$ cat src/rtl/core/flacp_pkg.sv
// Package for the FLAC stream header parser: item types, result job type,
// status codes and fixed constants. No dependencies.
package flacp_pkg;

  localparam int DIV_W   = 36;  // divider operand width (total samples, seconds)
  localparam int Q_DEPTH = 2;   // result jobs between front and back

  localparam logic [1:0] ST_OK       = 2'd0;
  localparam logic [1:0] ST_BAD_MARK = 2'd1;
  localparam logic [1:0] ST_ZERO_DUR = 2'd2;

  // "fLaC"
  localparam logic [7:0] MARK_0 = 8'h66;
  localparam logic [7:0] MARK_1 = 8'h4C;
  localparam logic [7:0] MARK_2 = 8'h61;
  localparam logic [7:0] MARK_3 = 8'h43;

  typedef struct packed {
    logic [7:0] data_byte;
    logic       first_byte;
    logic       last_byte;
  } in_item_t;

  typedef struct packed {
    logic [1:0]  status;
    logic [15:0] min_block;
    logic [15:0] max_block;
    logic [23:0] min_frame;
    logic [23:0] max_frame;
    logic [19:0] sample_rate;
    logic [3:0]  channels;
    logic [5:0]  bits_per_sample;
    logic [35:0] total_samples;
    logic [35:0] total_seconds;
    logic [31:0] data_start;
    logic [34:0] bitrate;
  } out_item_t;

  // What the front hands to the back once parsing of a file ends
  typedef struct packed {
    logic        bad_mark;
    logic [15:0] min_block;
    logic [15:0] max_block;
    logic [23:0] min_frame;
    logic [23:0] max_frame;
    logic [19:0] sample_rate;
    logic [3:0]  channels;
    logic [5:0]  bits_per_sample;
    logic [35:0] total_samples;
    logic [31:0] data_start;
  } job_t;

endpackage

$ cat src/rtl/core/flacp_front.sv
// Byte-level parser: fLaC mark, metadata block headers, STREAMINFO capture.
// Emits one job per file into the queue. Depends on flacp_pkg.
module flacp_front import flacp_pkg::*; #(
  parameter int INFO_BYTES = 18
) (
  input  logic     clk,
  input  logic     rst_n,
  input  logic     in_valid,
  input  logic     in_stall,
  input  in_item_t in_data,
  output logic     push,
  output job_t     push_job
);

  localparam int IDX_W = $clog2(INFO_BYTES);

  typedef enum logic [3:0] {
    PH_MAGIC  = 4'b0001,
    PH_HEADER = 4'b0010,
    PH_BODY   = 4'b0100,
    PH_DONE   = 4'b1000
  } phase_t;

  phase_t      phase_r, phase_nxt, phase_c;
  logic [31:0] off_r, off_nxt, off_c;
  logic [23:0] fc_r, fc_nxt, fc_c, fc_inc;
  logic [23:0] bl_r, bl_nxt, bl_c;
  logic        last_r, last_nxt, last_c;
  logic        isinfo_r, isinfo_nxt, isinfo_c;
  logic [7:0]  info_r   [INFO_BYTES];
  logic [7:0]  info_nxt [INFO_BYTES];
  logic [7:0]  info_c   [INFO_BYTES];

  logic       accept, restart, blk_done, meta_end, fire, bad;
  logic [7:0] b, mark;

  assign accept = in_valid && !in_stall;
  assign restart = accept && in_data.first_byte;
  assign b = in_data.data_byte;

  always_comb begin
    // state as seen after an optional restart
    phase_c  = restart ? PH_MAGIC : phase_r;
    off_c    = restart ? '0 : off_r;
    fc_c     = restart ? '0 : fc_r;
    bl_c     = restart ? '0 : bl_r;
    last_c   = restart ? 1'b0 : last_r;
    isinfo_c = restart ? 1'b0 : isinfo_r;
    for (int i = 0; i < INFO_BYTES; i++) begin
      info_c[i] = restart ? 8'h00 : info_r[i];
    end

    phase_nxt  = phase_c;
    off_nxt    = off_c;
    fc_nxt     = fc_c;
    bl_nxt     = bl_c;
    last_nxt   = last_c;
    isinfo_nxt = isinfo_c;
    info_nxt   = info_c;
    fc_inc     = fc_c + 24'd1;
    blk_done   = 1'b0;
    meta_end   = 1'b0;
    fire       = 1'b0;
    bad        = 1'b0;

    unique case (fc_c[1:0])
      2'd0:    mark = MARK_0;
      2'd1:    mark = MARK_1;
      2'd2:    mark = MARK_2;
      default: mark = MARK_3;
    endcase

    if (accept && phase_c != PH_DONE) begin
      off_nxt = off_c + 32'd1;
      unique case (phase_c)
        PH_MAGIC: begin
          if (b != mark) begin
            fire      = 1'b1;
            bad       = 1'b1;
            phase_nxt = PH_DONE;
          end else begin
            fc_nxt = fc_inc;
            if (fc_inc >= 24'd4) begin
              phase_nxt = PH_HEADER;
              fc_nxt    = '0;
            end
          end
        end
        PH_HEADER: begin
          if (fc_c == '0) begin
            last_nxt   = b[7];
            isinfo_nxt = (b[6:0] == 7'd0);
            bl_nxt     = '0;
          end else begin
            bl_nxt = {bl_c[15:0], b};
          end
          fc_nxt = fc_inc;
          if (fc_inc >= 24'd4) begin
            fc_nxt = '0;
            if (bl_nxt == '0) blk_done = 1'b1;
            else phase_nxt = PH_BODY;
          end
        end
        PH_BODY: begin
          if (isinfo_c && fc_c < 24'(INFO_BYTES)) begin
            info_nxt[fc_c[IDX_W-1:0]] = b;
          end
          fc_nxt = fc_inc;
          if (fc_inc >= bl_c) blk_done = 1'b1;
        end
        default: ;
      endcase

      if (blk_done) begin
        fc_nxt = '0;
        if (last_nxt) meta_end = 1'b1;
        else phase_nxt = PH_HEADER;
      end

      if (!fire && (meta_end || in_data.last_byte)) begin
        fire      = 1'b1;
        bad       = (phase_nxt == PH_MAGIC);
        phase_nxt = PH_DONE;
      end
    end
  end

  always_ff @(posedge clk) begin
    if (!rst_n) begin
      phase_r  <= PH_MAGIC;
      off_r    <= '0;
      fc_r     <= '0;
      bl_r     <= '0;
      last_r   <= 1'b0;
      isinfo_r <= 1'b0;
      for (int i = 0; i < INFO_BYTES; i++) info_r[i] <= 8'h00;
    end else begin
      phase_r  <= phase_nxt;
      off_r    <= off_nxt;
      fc_r     <= fc_nxt;
      bl_r     <= bl_nxt;
      last_r   <= last_nxt;
      isinfo_r <= isinfo_nxt;
      info_r   <= info_nxt;
    end
  end

  // STREAMINFO decode, including a byte captured on this same edge
  assign push = fire;
  always_comb begin
    push_job.bad_mark        = bad;
    push_job.min_block       = {info_nxt[0], info_nxt[1]};
    push_job.max_block       = {info_nxt[2], info_nxt[3]};
    push_job.min_frame       = {info_nxt[4], info_nxt[5], info_nxt[6]};
    push_job.max_frame       = {info_nxt[7], info_nxt[8], info_nxt[9]};
    push_job.sample_rate     = {info_nxt[10], info_nxt[11], info_nxt[12][7:4]};
    push_job.channels        = {1'b0, info_nxt[12][3:1]} + 4'd1;
    push_job.bits_per_sample = {1'b0, info_nxt[12][0], info_nxt[13][7:4]} + 6'd1;
    push_job.total_samples   = {info_nxt[13][3:0], info_nxt[14], info_nxt[15],
                                info_nxt[16], info_nxt[17]};
    push_job.data_start      = off_nxt;
  end

endmodule

$ cat src/rtl/core/flacp_queue.sv
// Small job FIFO between parser front and arithmetic back.
// Depends on flacp_pkg.
module flacp_queue import flacp_pkg::*; (
  input  logic clk,
  input  logic rst_n,
  input  logic push,
  input  job_t push_job,
  input  logic pop,
  output job_t head,
  output logic empty,
  output logic full
);

  localparam int PW = (Q_DEPTH > 1) ? $clog2(Q_DEPTH) : 1;

  job_t            mem [Q_DEPTH];
  logic [PW-1:0]   wp_r, wp_nxt, rp_r, rp_nxt;
  logic [PW:0]     cnt_r, cnt_nxt;

  assign empty = (cnt_r == '0);
  assign full  = (cnt_r == (PW+1)'(Q_DEPTH));
  assign head  = mem[rp_r];

  always_comb begin
    wp_nxt  = wp_r;
    rp_nxt  = rp_r;
    cnt_nxt = cnt_r;
    if (push) begin
      wp_nxt = (wp_r == PW'(Q_DEPTH - 1)) ? '0 : wp_r + PW'(1);
    end
    if (pop) begin
      rp_nxt = (rp_r == PW'(Q_DEPTH - 1)) ? '0 : rp_r + PW'(1);
    end
    if (push && !pop) cnt_nxt = cnt_r + (PW+1)'(1);
    else if (pop && !push) cnt_nxt = cnt_r - (PW+1)'(1);
  end

  always_ff @(posedge clk) begin
    if (!rst_n) begin
      wp_r  <= '0;
      rp_r  <= '0;
      cnt_r <= '0;
    end else begin
      wp_r  <= wp_nxt;
      rp_r  <= rp_nxt;
      cnt_r <= cnt_nxt;
    end
  end

  always_ff @(posedge clk) begin
    if (push) mem[wp_r] <= push_job;
  end

endmodule

$ cat src/rtl/core/flacp_div.sv
// Restoring divider, one quotient bit per cycle, DIV_W quotient bits per divide.
// Depends on flacp_pkg.
module flacp_div import flacp_pkg::*; (
  input  logic             clk,
  input  logic             rst_n,
  input  logic             start,
  input  logic [DIV_W-1:0] dividend,
  input  logic [DIV_W-1:0] divisor,
  output logic             done,
  output logic [DIV_W-1:0] quotient
);

  localparam int CW = $clog2(DIV_W);

  logic [DIV_W:0]   rem_r, rem_nxt, rem_sh;
  logic [DIV_W-1:0] quo_r, quo_nxt, dvs_r, dvs_nxt;
  logic [CW-1:0]    cnt_r, cnt_nxt;
  logic             busy_r, busy_nxt, done_r, done_nxt;
  logic             ge;

  assign rem_sh = {rem_r[DIV_W-1:0], quo_r[DIV_W-1]};
  assign ge     = (rem_sh >= {1'b0, dvs_r});

  always_comb begin
    rem_nxt  = rem_r;
    quo_nxt  = quo_r;
    dvs_nxt  = dvs_r;
    cnt_nxt  = cnt_r;
    busy_nxt = busy_r;
    done_nxt = 1'b0;
    if (start) begin
      rem_nxt  = '0;
      quo_nxt  = dividend;
      dvs_nxt  = divisor;
      cnt_nxt  = '0;
      busy_nxt = 1'b1;
    end else if (busy_r) begin
      rem_nxt = ge ? rem_sh - {1'b0, dvs_r} : rem_sh;
      quo_nxt = {quo_r[DIV_W-2:0], ge};
      cnt_nxt = cnt_r + CW'(1);
      if (cnt_r == CW'(DIV_W - 1)) begin
        busy_nxt = 1'b0;
        done_nxt = 1'b1;
      end
    end
  end

  always_ff @(posedge clk) begin
    if (!rst_n) begin
      busy_r <= 1'b0;
      done_r <= 1'b0;
      cnt_r  <= '0;
    end else begin
      busy_r <= busy_nxt;
      done_r <= done_nxt;
      cnt_r  <= cnt_nxt;
    end
  end

  always_ff @(posedge clk) begin
    rem_r <= rem_nxt;
    quo_r <= quo_nxt;
    dvs_r <= dvs_nxt;
  end

  assign done     = done_r;
  assign quotient = quo_r;

endmodule

$ cat src/rtl/core/flacp_back.sv
// Result builder: takes a job, runs seconds and bitrate divisions on the
// shared divider, holds the result in the output register. Depends on flacp_pkg.
module flacp_back import flacp_pkg::*; (
  input  logic        clk,
  input  logic        rst_n,
  input  logic [31:0] file_size,
  input  job_t        head,
  input  logic        q_empty,
  output logic        pop,
  output logic        out_valid,
  input  logic        out_stall,
  output out_item_t   out_data
);

  typedef enum logic [3:0] {
    S_IDLE = 4'b0001,
    S_DIV1 = 4'b0010,
    S_DIV2 = 4'b0100,
    S_OUT  = 4'b1000
  } bstate_t;

  bstate_t          st_r, st_nxt;
  out_item_t        res_r, res_nxt;
  logic [31:0]      audio_r, audio_nxt;
  logic             div_start, div_done;
  logic [DIV_W-1:0] div_a, div_b, div_q;

  flacp_div u_div (
    .clk      (clk),
    .rst_n    (rst_n),
    .start    (div_start),
    .dividend (div_a),
    .divisor  (div_b),
    .done     (div_done),
    .quotient (div_q)
  );

  always_comb begin
    st_nxt    = st_r;
    res_nxt   = res_r;
    audio_nxt = audio_r;
    pop       = 1'b0;
    div_start = 1'b0;
    div_a     = head.total_samples;
    div_b     = {{(DIV_W-20){1'b0}}, head.sample_rate};
    unique case (st_r)
      S_IDLE: begin
        if (!q_empty) begin
          pop       = 1'b1;
          audio_nxt = (file_size > head.data_start) ? file_size - head.data_start : '0;
          res_nxt.status          = ST_OK;
          res_nxt.min_block       = head.min_block;
          res_nxt.max_block       = head.max_block;
          res_nxt.min_frame       = head.min_frame;
          res_nxt.max_frame       = head.max_frame;
          res_nxt.sample_rate     = head.sample_rate;
          res_nxt.channels        = head.channels;
          res_nxt.bits_per_sample = head.bits_per_sample;
          res_nxt.total_samples   = head.total_samples;
          res_nxt.total_seconds   = '0;
          res_nxt.data_start      = head.data_start;
          res_nxt.bitrate         = '0;
          priority if (head.bad_mark) begin
            res_nxt        = '0;
            res_nxt.status = ST_BAD_MARK;
            st_nxt         = S_OUT;
          end else if (head.sample_rate == '0) begin
            res_nxt.status = ST_ZERO_DUR;
            st_nxt         = S_OUT;
          end else begin
            div_start = 1'b1;
            st_nxt    = S_DIV1;
          end
        end
      end
      S_DIV1: begin
        // audio bytes * 8 over the seconds just found
        div_a = {1'b0, audio_r, 3'b000};
        div_b = div_q;
        if (div_done) begin
          res_nxt.total_seconds = div_q;
          if (div_q == '0) begin
            res_nxt.status = ST_ZERO_DUR;
            st_nxt         = S_OUT;
          end else begin
            div_start = 1'b1;
            st_nxt    = S_DIV2;
          end
        end
      end
      S_DIV2: begin
        if (div_done) begin
          res_nxt.bitrate = div_q[34:0];
          st_nxt          = S_OUT;
        end
      end
      S_OUT: begin
        if (!out_stall) st_nxt = S_IDLE;
      end
      default: st_nxt = S_IDLE;
    endcase
  end

  always_ff @(posedge clk) begin
    if (!rst_n) st_r <= S_IDLE;
    else st_r <= st_nxt;
  end

  always_ff @(posedge clk) begin
    res_r   <= res_nxt;
    audio_r <= audio_nxt;
  end

  assign out_valid = (st_r == S_OUT);
  assign out_data  = res_r;

endmodule

$ cat src/rtl/core/flac_stream_header_parser_top.sv
// Top level of the FLAC stream header parser: file size register, parser
// front, job queue and result back end. Depends on flacp_pkg and the flacp_ modules.
//
// The front takes one file byte per cycle and raises in_stall only while
// both job queue entries are taken. The end of a file (end of metadata,
// last_byte, or a bad fLaC mark) queues one job; the back end turns it
// into a result after two passes of its one-bit-per-cycle restoring
// divider (seconds, then bitrate) and holds it in the output register
// until taken. Bad-mark and zero-rate results skip the divider and go
// straight to the output register; a zero seconds count stops after the
// first pass. file_size is written through cfg_ (always ready); the user
// must write it only while no file is in flight (the block does not check).
module flac_stream_header_parser_top import flacp_pkg::*; #(
  parameter int INFO_BYTES = 18
) (
  input  logic        clk,
  input  logic        rst_n,
  input  logic        in_valid,
  output logic        in_stall,
  input  in_item_t    in_data,
  output logic        out_valid,
  input  logic        out_stall,
  output out_item_t   out_data,
  input  logic        cfg_valid,
  output logic        cfg_ready,
  input  logic [31:0] cfg_data
);

  logic [31:0] file_size_r;
  logic        push, pop, q_empty, q_full;
  job_t        push_job, head;

  assign cfg_ready = 1'b1;

  always_ff @(posedge clk) begin
    if (!rst_n) file_size_r <= '0;
    else if (cfg_valid && cfg_ready) file_size_r <= cfg_data;
  end

  assign in_stall = q_full;

  flacp_front #(.INFO_BYTES(INFO_BYTES)) u_front (
    .clk      (clk),
    .rst_n    (rst_n),
    .in_valid (in_valid),
    .in_stall (in_stall),
    .in_data  (in_data),
    .push     (push),
    .push_job (push_job)
  );

  flacp_queue u_queue (
    .clk      (clk),
    .rst_n    (rst_n),
    .push     (push),
    .push_job (push_job),
    .pop      (pop),
    .head     (head),
    .empty    (q_empty),
    .full     (q_full)
  );

  flacp_back u_back (
    .clk       (clk),
    .rst_n     (rst_n),
    .file_size (file_size_r),
    .head      (head),
    .q_empty   (q_empty),
    .pop       (pop),
    .out_valid (out_valid),
    .out_stall (out_stall),
    .out_data  (out_data)
  );

endmodule

$ cat config.mk
export PLATFORM = sky130hd
export DESIGN_NAME = flac_stream_header_parser_top
export DESIGN_NICKNAME = d
export VERILOG_FILES = /design/src/rtl/core/flacp_pkg.sv /design/src/rtl/core/flacp_front.sv /design/src/rtl/core/flacp_queue.sv /design/src/rtl/core/flacp_div.sv /design/src/rtl/core/flacp_back.sv /design/src/rtl/core/flac_stream_header_parser_top.sv
export SDC_FILE = /design/constraint.sdc
export NUM_CORES = 2
export LEC_CHECK = 0
export ABC_AREA = 1
export BUFFER_PORTS_ARGS = -buffer_cell sky130_fd_sc_hd__buf_4
export CAP_MARGIN = 15
export CORE_ASPECT_RATIO = 0.6
export CORE_MARGIN = 2
export CORE_UTILIZATION = 54
export DETAILED_ROUTE_END_ITERATION = 16
export GPL_ROUTABILITY_DRIVEN = 0
export PLACE_DENSITY = 0.82
export REMOVE_ABC_BUFFERS = 1
export SLEW_MARGIN = 20
export SYNTH_ARGS = -nofsm -noshare
export SYNTH_HDL_FRONTEND = slang
export SYNTH_SLANG_ARGS = --single-unit
$ cat constraint.sdc
create_clock -name clk -period 14.65 [get_ports clk]
set_input_delay 1.465 -clock clk [delete_from_list [all_inputs] [get_ports clk]]
set_output_delay 1.465 -clock clk [all_outputs]
set_load 0.05 [all_outputs]
==> metrics.txt <==
status=complete, no violations; max-slew violation count=0; global-route wire length before repair=186 mm; port buffer count=between 200 and 300; Root Driver=clkbuf_16; CP endpoint kind=flop; Post-CTS Setup Repair Bufs=0; share of power burned in registers=0.381; worst slew pin tran=between 1 and 1.5 ns; post-route setup TNS=0 ns; WL/cell=20.3 µm; Max FO, Critical Path=107; largest cells by area after synthesis=edfxtp_1 46%, dfxtp_1 14%, nand2_1 6.8%; # diodes=0; area grow syn2layout=13.8%; worst vdd ir=0.205 mV; register area share after synthesis=0.602; pin count of the biggest net entering global routing=108; Hold Violations, Final=0; CTS tree=yes; H-tree depth=3; Sw Ratio=0.412; CTS resizes=0; First-pass DRT Iterations=9; die area=roughly 0.088 mm²; worst hold path type=flop to flop; area of the multi-input gates=~0.016 mm²; final setup fails=0; Min Clock Period, post-route=8.17 ns; First DRT Iteration DRCs=between 4000 and 5000; Crit Path Class=primary input to flop; Via Count=34500; grt ovf=0; Synth Area in Adders=0.0278; ys flop type=edfxtp_1; Ys Warns=0; Layout Cells excl Fill=~6000; post-route setup slack=approximately 6.5 ns; synth cell count leaders=830 x nand2_1, 713 x edfxtp_1, 509 x nor2_1; vias in the first global route=32200; Pwr Density=around 220 mW/mm²; initial antenna violation count=2; largest family of logic cells by synthesized area=simple AND/OR/NAND/NOR gates; Post-Place Cells=5811; Crit-path slowest cell=buf_4; post-synthesis mux area share=0.0403; most common cell in the netlist=nand2_1; Combinational Power Share=0.394; all-layer global routing usage=0.272; Power Total=11.4 mW; Util after Layout=0.624; Core Region=about 0.084 mm²; Post-synth ARST share=0; worst hold-check slack=0.454 ns; DRC viols=0; TritonCTS Buffers=93; Cell variety after synth=70; register area=roughly 0.028 mm²; Fill cells=6444; Rows=82; P_sw=~4.7 mW; Synth Area in Compound Gates=0.0908; Synth top area share=0.465; clock-pin slew on the worst setup and hold paths=around 0.070 ns; Horiz. Die Dim=around 380 µm; CTS Hold Bufs=0; Worst path max stage delay=0.94 ns; Worst EP required=roughly 15 ns; DP HPWL=just over 80 mm; Mapped Cells=~4500; #FFs+latches synth=around 1000; crit share post-route=0.557; Max transition margin=0.242; CP Launch Type=primary input; Leak=21.8 nW; Post-Synth Simple-Gate Area=0.163; largest area contributor in the netlist=edfxtp_1; skew final=0.0363 ns; Synth Cell Area=0.0461 mm²; clk buf depth=3; CTS Sinks=a little over 1000; fmax=0.122 GHz; height of the die=about 230 µm; Area after DPL=approximately 0.049 mm²; Place WS=slightly above 6 ns; Crit path top cell by count=nand2_1; post-layout instance area=between 0.05 and 0.06 mm²; Synth Area in XOR/XNOR=0.0167; DRT antenna net count=0; clock group share of total power=0.225; ratio of cells with drive above 1 in the final layout=0.144; clk_lat worst skew=~0.70 ns; Vias/cell=between 5 and 6; RSZ-0062 raised after global routing=false; Layout Nets=just under 5000; Post-synth EDFFs=slightly above 700; Pint=6.68 mW; DRT Wirelength=122 mm; initial core utilization=0.548; Max-Cap Viols=0; Syn Area/Cell=10.1 µm²; I/O Pins=about 300; WP data arrival=about 8.5 ns
==> cell families after synthesis <==
family	after synthesis
muxes	174
adders and majority gates	101
DFF	1028
buffers and inverters	699
xor gates and xnor gates	88
other	1
AOI/OAI and AO/OA	713
and+or+nand+nor	1740
==> registers in the layout, indices dropped and copies added (netlist names), 24 cells and up, named ones only <==
signal and count:
u_back.audio_r 32, u_back.u_div.quotient 36, u_front.bl_r 24, u_back.out_data 251, u_queue.mem 358, u_back.u_div.rem_r 36
u_back.u_div.dvs_r 36, file_size_r 32, u_front.off_r 32, u_front.fc_r 24, u_front.info_r 144
==> cell usage in the layout (no fill, tap or decap), drive strengths merged, types with 5 or more instances in the layout <==
master	instances
a22oi	5
nand4	44
o211ai	53
a21boi	11
a211oi	35
o21a	6
o21bai	25
dfxtp	315
ha	99
edfxtp	713
mux2	90
a31oi	7
a21o	8
o22ai	9
o2111ai	20
o31ai	7
clkbuf	123
and2	30
buf	332
xnor2	36
nand3	200
o21ai	226
inv	500
nor2	529
clkinvlp	5
clkinv	40
nor3	38
bufinv	9
nand2	857
or2	9
a21oi	280
nor4	30
o221ai	11
xor2	52
mux2i	84
==> area by class of cell <==
cell class,instances,share of cell area
well taps,1134,0.0271
clock inverters,53,0.0112
inverters,501,0.0361
flip-flops and latches,1028,0.529
repair buffers,332,0.0480
multi-input cells,2817,0.299
clock buffers,123,0.0501
==> critical path, delay by kind of cell <==
family                     cells  cell delay, ns
adders and majority gates      1            0.30
and+or+nand+nor               20            2.89
buffers and inverters          8            3.59
==> per-layer routing <==
| layer | GRT usage | up-vias | part of all wire |
|---|---|---|---|
| met1 | 0.408 | 16400 | 0.43 |
| met5 | 0 | - | 0.00011 |
| met4 | 0.0767 | 2 | 0.026 |
| met3 | 0.0739 | 248 | 0.12 |
| li1 | - | 15900 | - |
| met2 | 0.387 | 1859 | 0.42 |
==> power groups by stage <==
stage	registers, mW	logic [mW]	clock network [mW]
3_5_place_dp	4.38	4.39	0
2_1_floorplan	5.69	1.91	0
3_3_place_gp	4.37	4.33	0
5_1_grt	4.39	4.76	2.69
4_1_cts	4.33	4.42	2.58
6_report	4.33	4.48	2.55
==> final timing paths <==
path | cells after the start | startpoint | slack [ns] | end
setup reg to reg | 29 | u_queue.cnt_r[1] | 6.77 | u_queue.mem[1][119]
hold / removal | 1 | u_queue.rp_r | 0.45 | flop
setup / recovery | 29 | in_valid | 6.48 | u_queue.mem[1][119]
hold reg to reg | 1 | u_queue.rp_r | 0.45 | flop
Note: power is estimated with default switching activity, not from simulation.
